<file path="src/hw/rtl/iae_pkg.sv">
`timescale 1ns / 1ps
// ----------------------------------------------------------------------------
// iae_pkg
// Shared constants, action and status codes, and the controller/datapath
// command and status types of the indexed array engine.
// ----------------------------------------------------------------------------
package iae_pkg;

    localparam int CAPACITY_DEF = 1024;
    localparam int WORD_W       = 32;
    localparam int IDX_W        = 10;
    localparam int ACT_W        = 4;
    localparam int CNT_OUT_W    = 11;
    localparam int STAT_W       = 3;

    localparam logic [ACT_W-1:0] ACT_PUSH    = 4'd0;
    localparam logic [ACT_W-1:0] ACT_POP     = 4'd1;
    localparam logic [ACT_W-1:0] ACT_GET     = 4'd2;
    localparam logic [ACT_W-1:0] ACT_SET     = 4'd3;
    localparam logic [ACT_W-1:0] ACT_INSERT  = 4'd4;
    localparam logic [ACT_W-1:0] ACT_DELETE  = 4'd5;
    localparam logic [ACT_W-1:0] ACT_REVERSE = 4'd6;
    localparam logic [ACT_W-1:0] ACT_ROTATE  = 4'd7;
    localparam logic [ACT_W-1:0] ACT_SEARCH  = 4'd8;
    localparam logic [ACT_W-1:0] ACT_SUMMARY = 4'd9;

    localparam logic [STAT_W-1:0] ST_OK      = 3'd0;
    localparam logic [STAT_W-1:0] ST_EMPTY   = 3'd1;
    localparam logic [STAT_W-1:0] ST_FULL    = 3'd2;
    localparam logic [STAT_W-1:0] ST_RANGE   = 3'd3;
    localparam logic [STAT_W-1:0] ST_MISSING = 3'd4;

    typedef enum logic [4:0] {
        OP_NOP, OP_LOAD, OP_PUSH, OP_RD_TOP, OP_RD_IDX, OP_TAKE, OP_SET,
        OP_INS_INIT, OP_INS_RD, OP_INS_WR, OP_INS_FIN,
        OP_DEL_INIT, OP_DEL_RD, OP_DEL_WR, OP_DEL_FIN,
        OP_ROT_RD0, OP_ROT_SAVE, OP_ROT_FIN,
        OP_REV_INIT, OP_REV_RDA, OP_REV_RDB, OP_REV_WRA, OP_REV_WRB,
        OP_SRCH_INIT, OP_SRCH_RD, OP_SRCH_CMP,
        OP_SUM_INIT, OP_SUM_RD, OP_DONE
    } t_op;

    typedef struct packed {
        t_op               op;
        logic [STAT_W-1:0] status;
    } t_cmd;

    typedef struct packed {
        logic [ACT_W-1:0] action;
        logic             empty;
        logic             full;
        logic             idx_ge;
        logic             idx_gt;
        logic             cnt_gt1;
        logic             ins_more;
        logic             del_more;
        logic             rev_more;
        logic             srch_more;
        logic             sum_more;
        logic             key_eq;
    } t_stat;

endpackage

</file>
<file path="src/hw/rtl/iae_ctrl.sv">
`timescale 1ns / 1ps
// ----------------------------------------------------------------------------
// iae_ctrl
// Controller: decodes the accepted action and sequences the datapath one
// micro-operation per cycle until the result word is issued.
// ----------------------------------------------------------------------------
module iae_ctrl (
    input  logic           i_clk,
    input  logic           i_rst_n,
    input  logic           i_start,
    input  iae_pkg::t_stat i_stat,
    output iae_pkg::t_cmd  o_cmd,
    output logic           o_busy
);

    typedef enum logic [4:0] {
        S_IDLE, S_DECODE, S_TAKE, S_INS_RD, S_INS_WR, S_DEL_RD, S_DEL_WR,
        S_ROT_SAVE, S_REV_RDA, S_REV_RDB, S_REV_WRA, S_REV_WRB,
        S_SRCH_RD, S_SRCH_CMP, S_SUM_RD, S_DONE
    } t_state;

    t_state                     r_state, n_state;
    logic [iae_pkg::STAT_W-1:0] r_status, n_status;
    iae_pkg::t_op               op;

    always_comb begin
        n_state  = r_state;
        n_status = r_status;
        op       = iae_pkg::OP_NOP;
        case (r_state)
            S_IDLE: begin
                if (i_start) begin
                    op       = iae_pkg::OP_LOAD;
                    n_status = iae_pkg::ST_OK;
                    n_state  = S_DECODE;
                end
            end
            S_DECODE: begin
                n_state = S_DONE;
                case (i_stat.action)
                    iae_pkg::ACT_PUSH: begin
                        if (i_stat.full) n_status = iae_pkg::ST_FULL;
                        else op = iae_pkg::OP_PUSH;
                    end
                    iae_pkg::ACT_POP: begin
                        if (i_stat.empty) n_status = iae_pkg::ST_EMPTY;
                        else begin
                            op = iae_pkg::OP_RD_TOP; n_state = S_TAKE;
                        end
                    end
                    iae_pkg::ACT_GET: begin
                        if (i_stat.idx_ge) n_status = iae_pkg::ST_RANGE;
                        else begin
                            op = iae_pkg::OP_RD_IDX; n_state = S_TAKE;
                        end
                    end
                    iae_pkg::ACT_SET: begin
                        if (i_stat.idx_ge) n_status = iae_pkg::ST_RANGE;
                        else op = iae_pkg::OP_SET;
                    end
                    iae_pkg::ACT_INSERT: begin
                        if (i_stat.idx_gt) n_status = iae_pkg::ST_RANGE;
                        else if (i_stat.full) n_status = iae_pkg::ST_FULL;
                        else begin
                            op = iae_pkg::OP_INS_INIT; n_state = S_INS_RD;
                        end
                    end
                    iae_pkg::ACT_DELETE: begin
                        if (i_stat.idx_ge) n_status = iae_pkg::ST_RANGE;
                        else begin
                            op = iae_pkg::OP_DEL_INIT; n_state = S_DEL_RD;
                        end
                    end
                    iae_pkg::ACT_REVERSE: begin
                        if (i_stat.cnt_gt1) begin
                            op = iae_pkg::OP_REV_INIT; n_state = S_REV_RDA;
                        end
                    end
                    iae_pkg::ACT_ROTATE: begin
                        if (!i_stat.empty) begin
                            op = iae_pkg::OP_ROT_RD0; n_state = S_ROT_SAVE;
                        end
                    end
                    iae_pkg::ACT_SEARCH: begin
                        op = iae_pkg::OP_SRCH_INIT; n_state = S_SRCH_RD;
                    end
                    iae_pkg::ACT_SUMMARY: begin
                        if (i_stat.empty) n_status = iae_pkg::ST_EMPTY;
                        else begin
                            op = iae_pkg::OP_SUM_INIT; n_state = S_SUM_RD;
                        end
                    end
                    default: begin
                    end
                endcase
            end
            S_TAKE: begin
                op = iae_pkg::OP_TAKE; n_state = S_DONE;
            end
            S_INS_RD: begin
                if (i_stat.ins_more) begin
                    op = iae_pkg::OP_INS_RD; n_state = S_INS_WR;
                end else begin
                    op = iae_pkg::OP_INS_FIN; n_state = S_DONE;
                end
            end
            S_INS_WR: begin
                op = iae_pkg::OP_INS_WR; n_state = S_INS_RD;
            end
            S_DEL_RD: begin
                // rotate reuses the left-shift walk, then drops the saved head at the end
                if (i_stat.del_more) begin
                    op = iae_pkg::OP_DEL_RD; n_state = S_DEL_WR;
                end else begin
                    op = (i_stat.action == iae_pkg::ACT_ROTATE) ?
                         iae_pkg::OP_ROT_FIN : iae_pkg::OP_DEL_FIN;
                    n_state = S_DONE;
                end
            end
            S_DEL_WR: begin
                op = iae_pkg::OP_DEL_WR; n_state = S_DEL_RD;
            end
            S_ROT_SAVE: begin
                op = iae_pkg::OP_ROT_SAVE; n_state = S_DEL_RD;
            end
            S_REV_RDA: begin
                if (i_stat.rev_more) begin
                    op = iae_pkg::OP_REV_RDA; n_state = S_REV_RDB;
                end else begin
                    n_state = S_DONE;
                end
            end
            S_REV_RDB: begin
                op = iae_pkg::OP_REV_RDB; n_state = S_REV_WRA;
            end
            S_REV_WRA: begin
                op = iae_pkg::OP_REV_WRA; n_state = S_REV_WRB;
            end
            S_REV_WRB: begin
                op = iae_pkg::OP_REV_WRB; n_state = S_REV_RDA;
            end
            S_SRCH_RD: begin
                if (i_stat.srch_more) begin
                    op = iae_pkg::OP_SRCH_RD; n_state = S_SRCH_CMP;
                end else begin
                    n_status = iae_pkg::ST_MISSING; n_state = S_DONE;
                end
            end
            S_SRCH_CMP: begin
                op      = iae_pkg::OP_SRCH_CMP;
                n_state = i_stat.key_eq ? S_DONE : S_SRCH_RD;
            end
            S_SUM_RD: begin
                // a final pass with no read after the last read lets the final word accumulate
                if (i_stat.sum_more) op = iae_pkg::OP_SUM_RD;
                else n_state = S_DONE;
            end
            S_DONE: begin
                op = iae_pkg::OP_DONE; n_state = S_IDLE;
            end
            default: begin
                n_state = S_IDLE;
            end
        endcase
    end

    always_ff @(posedge i_clk) begin
        if (!i_rst_n) begin
            r_state  <= S_IDLE;
            r_status <= iae_pkg::ST_OK;
        end else begin
            r_state  <= n_state;
            r_status <= n_status;
        end
    end

    assign o_cmd.op     = op;
    assign o_cmd.status = r_status;
    assign o_busy       = (r_state != S_IDLE);

endmodule

</file>
<file path="config.mk">
export PLATFORM = sky130hd
export DESIGN_NAME = iae_ctrl
export DESIGN_NICKNAME = d
export VERILOG_FILES = /design/src/hw/rtl/iae_pkg.sv /design/src/hw/rtl/iae_ctrl.sv
export SDC_FILE = /design/constraint.sdc
export NUM_CORES = 1
export LEC_CHECK = 0
export BUFFER_PORTS_ARGS = -buffer_cell sky130_fd_sc_hd__buf_2
export CORE_UTILIZATION = 50
export DETAILED_ROUTE_END_ITERATION = 6
export PLACE_DENSITY = 0.75
export SLEW_MARGIN = 5
export SYNTH_ARGS = -nofsm -noshare
export SYNTH_HDL_FRONTEND = slang
export SYNTH_SLANG_ARGS = --single-unit
</file>
<file path="constraint.sdc">
create_clock -name i_clk -period 1.87 [get_ports i_clk]
set_input_delay 0.2805 -clock i_clk [delete_from_list [all_inputs] [get_ports i_clk]]
set_output_delay 0.2805 -clock i_clk [all_outputs]
set_load 0.01 [all_outputs]
</file>
Yosys cells after proc, flatten, opt, wreduce, memory -nomap -nowiden --
Index checks and enable logic that the tools add are counted.
Word-level totals: bits in registers 8, word-level logic and storage cells 85, output and inout port bits 9, input port bits 18
Operators by class: mux-type cells 44, equal/unequal tests 30, reduce and logical (&&, ||, !) cells 9
Operators by type and width (number):
- $pmux W5 S16 | 1
- $pmux W5 S14 | 1
- $pmux W5 S10 | 1
- $mux W5 | 9
- $eq A5 B4 Y1 const B | 8
- $mux W4 | 10
- $mux W3 | 12
- $pmux W4 S8 | 1
- $eq A5 B3 Y1 const B | 4
- $eq A4 B3 Y1 const B | 4
- $pmux W3 S4 | 1
- $eq A5 B2 Y1 const B | 2
- $mux W2 | 5
- $pmux W3 S3 | 1
- $eq A4 B2 Y1 const B | 2
- $eq A4 B4 Y1 const B | 2
- $ne A2 B2 Y1 const B | 3
- $ne A3 B3 Y1 const B | 2
- $reduce_and A6 Y1 | 1
- $eq A5 B1 Y1 const B | 1
- $logic_not A5 Y1 | 1
- $ne A5 B3 Y1 const B | 1
- $reduce_bool A5 Y1 | 1
- $eq A4 B1 Y1 const B | 1
- 6 further kinds | 8

Longest topological paths before layout --
depth in word-level cells 4, depth in mapped cells 7, mapped depth without buffers 5

Least setup slack after synthesis --
No wires, ideal clock.
kind input to output, from input port i_stat[14] (netlist name), to output port o_cmd[4] (netlist name), cell stages on the path 6, slack 226 ps, data arrival time 1364 ps, cells stage by stage buf_4 > clkbuf_1 > a21oi_1 > a21oi_1 > nand3_1 > a221o_1
RTL lines:
- from (decl) | line iae_ctrl.sv:11 | input iae_pkg::t_stat i_stat,
- to (decl) | line iae_ctrl.sv:12 | output iae_pkg::t_cmd o_cmd,

==> impl_metrics.tcl <==
set metrics [dict create \
    initial_core_util 0.536 \
    layout_common_cells "buf_2, nor2_1, buf_4" \
    post_cts_buffers 0 \
    wl_per_cell_microns 15.2 \
    ant_nets 0 \
    netlist_instances 185 \
    cts_tree "done" \
    antenna_found_initial 0 \
    tightest_slew_ns 0.350 \
    synthDistinctLibCells 48 \
    hold_path.class "in2reg" \
    cts_buffers 3 \
    dpl.hpwl_microns 2800 \
    synth.net_count 203 \
    dieArea_sq_um 2590 \
    vias 1538 \
    cp.arrival_ns 1.56 \
    grt-busiest-layer "met2" \
    dr.first_iter.drc_count 104 \
    grtUsageTotal 0.303 \
    timing.final.max_slew_violations 0 \
    crit_path_max_fanout 9 \
    drive_above_1_share 0.306 \
    dp_cells 240 \
    yosysWarnings 0 \
    clock-root-buffer "clkbuf_4" \
    drc 0 \
    start_kind "flip-flop" \
    r2r_setup_slack_ns 0.26 \
    ios 27 \
    whs_endpoint "r_state[1]" \
    final_common_cell "buf_2" \
    fin_crit_ns 1.84 \
    crit_slowest_cell "dfxtp_2" \
    holdPathStages 2 \
    netlist_area_sq_um 1200 \
    rows 17 \
    grt_util_met3 0.0357 \
    setup_slack_ns 0.0307 \
    diodes 0 \
    ys_ff_latch 7 \
    drv_cap 0 \
    leakage_nw 0.603 \
    routed_wl_microns 3710 \
    rsz0062_at_grt "true" \
    slew-limit-headroom 0.764 \
    stdcell_count 244 \
    r2r-end "r_status[2]" \
    worstHoldStart "i_rst_n" \
    crit_chain "inv_1, nor2_2, a22oi_1, o22ai_2, a211o_1, buf_2" \
    critPathCaptureType "primary output" \
    coreArea_sq_um 2230 \
    use_met1 0.444 \
    grt_pass1_vias 1357 \
    fin_util 0.668 \
    via_per_inst 6.30 \
    required_ns 1.59 \
    grt_max_degree 17 \
    cts_max_level 1 \
    fin_crit_sh 0.984 \
    die_w_microns 50.9 \
    synth_flop_cell "dfxtp_1" \
    ir_drop_v 0.00120 \
    grt_pass1_wl_microns 6160 \
    drt_first_pass_iters 4 \
    avgSynthCellArea_sq_um 6.47 \
    clock-sinks 7 \
    pre_cts_ws_ns 0.0524 \
    p_total_w 0.00174 \
    grt-ovfl-total 0 \
    async_reset_ff_frac 0 \
    port_buffers 26 \
    areaGrowthSynthToFinish_pct 24.8 \
    seq_area_frac_synth 0.117 \
    outcome "completed" \
    globalplace.congestion 0.942 \
    critical_path_class "reg2out" \
    grt_use_met2 0.465 \
    finalHoldViolCount 0 \
    die_y_microns 50.9 \
    nNetsFinal 235 \
    clk_latency_ns 0.24 \
    synth-edff-count 0 \
    clock_path_buffers 2 \
    reg2reg_depth 4 \
    finalSetupViolCount 0 \
    rr_startpoint "r_state[2]" \
    max_stage_delay_ns 0.36 \
    critPathBufInv 2 \
    critPathTopFamily "compound AO/OA/AOI/OAI gates" \
    clock_skew_ns 0.00145 \
    pwr_density_cell_nw_per_um2 1170 \
    fmax_ghz 0.544 \
    path_clk_slew_ns 0.05 \
]
## metal layers
metal / share of wire / routed length (microns)
met1: 0.48 / 1760
met2: 0.46 / 1710
met3: 0.054 / 200
met4: 0.0086 / 32
met5: 0 / 0
## how the worst max path moves through the flow
stage | start | endpoint | slack, ns | cells after the start
3_3_place_gp | i_stat[12] | o_cmd[4] | 0.06 | 7
4_1_cts | r_state[0] | o_cmd[7] | 0.02 | 6
6_report | r_state[2] | o_cmd[3] | 0.03 | 6
3_5_place_dp | i_stat[12] | o_cmd[4] | 0.05 | 7
5_1_grt | i_stat[12] | o_cmd[5] | -0.06 | 8
2_1_floorplan | i_stat[14] | o_cmd[4] | 0.23 | 6
## synth_stat cells, types with 2 or more instances
master,n,area (sq um)
buf_2,8,40.0
nor2_1,21,78.8
mux2_2,2,22.5
nor3_1,9,45.0
dfxtp_1,7,140
nor4bb_1,2,20.0
o32a_1,2,20.0
nand2b_1,7,43.8
nand3_1,4,20.0
clkbuf_1,6,22.5
o21ai_0,10,50.1
o22ai_1,6,37.5
inv_1,6,22.5
a211oi_1,4,30.0
buf_4,4,30.0
nand4b_1,2,17.5
nand2_1,13,48.8
o211ai_1,4,30.0
nor2b_1,2,12.5
or3_1,2,12.5
nor3b_1,6,45.0
a21o_1,4,30.0
o31ai_1,4,30.0
o41ai_1,2,17.5
o21a_1,4,30.0
nand3b_1,2,15.0
a211o_1,2,17.5
a21oi_1,19,95.1
a22oi_1,2,15.0
## metrics by stage
step / setup TNS (ns) / cell area (sq um) / hold slack (ns)
global route: -0.157 / 1490 / 0.337
finish: 0 / 1490 / 0.355
CTS: 0 / 1450 / 0.347
detailed placement: 0 / 1410 / 0.494
floorplan: 0 / 1200 / 0.487
global placement: 0 / 1410 / 0.479
## where the power goes
group          switching [W]  total, W  internal, W  leakage [nW]
Clock              0.0000464  0.000127    0.0000808        0.0150
Combinational       0.000714   0.00130     0.000583         0.528
Sequential          0.000103  0.000318     0.000215        0.0592
Total               0.000863   0.00174     0.000879         0.603
## worst register-to-register path: stages (launching register included)
cell and delay (ns):
dfxtp_2 0.41, inv_1 0.13, o32a_1 0.39, or3_1 0.33
o31a_1 0.24
## final cells by class
| type | count | area [sq um] |
|---|---|---|
| sequential | 7 | 150 |
| multi-input combinational | 152 | 968 |
| timing repair buffer | 46 | 287 |
| tap | 28 | 35.0 |
| fill | 214 | 741 |
| inverter | 7 | 26.3 |
| clock buffer | 4 | 26.3 |
## flip-flops by register name, summed over array words and instances, names as in the netlist
name / count
r_state: 4
r_status: 3
## what timing repair did
item / in CTS / in global routing
setup endpoints to repair: 5 / 5
gates resized for setup: 4 / 14
hold buffers: 0 / 0
## kinds of logic (layout without fill, tap and decap cells)
kind of cell,Yosys count,after routing,synth area share
compound gates,75,75,0.424
buf+inv,26,57,0.109
flops,7,7,0.117
mux,2,2,0.0188
simple gates,75,75,0.332
Note: power is estimated with default switching activity, not from simulation.
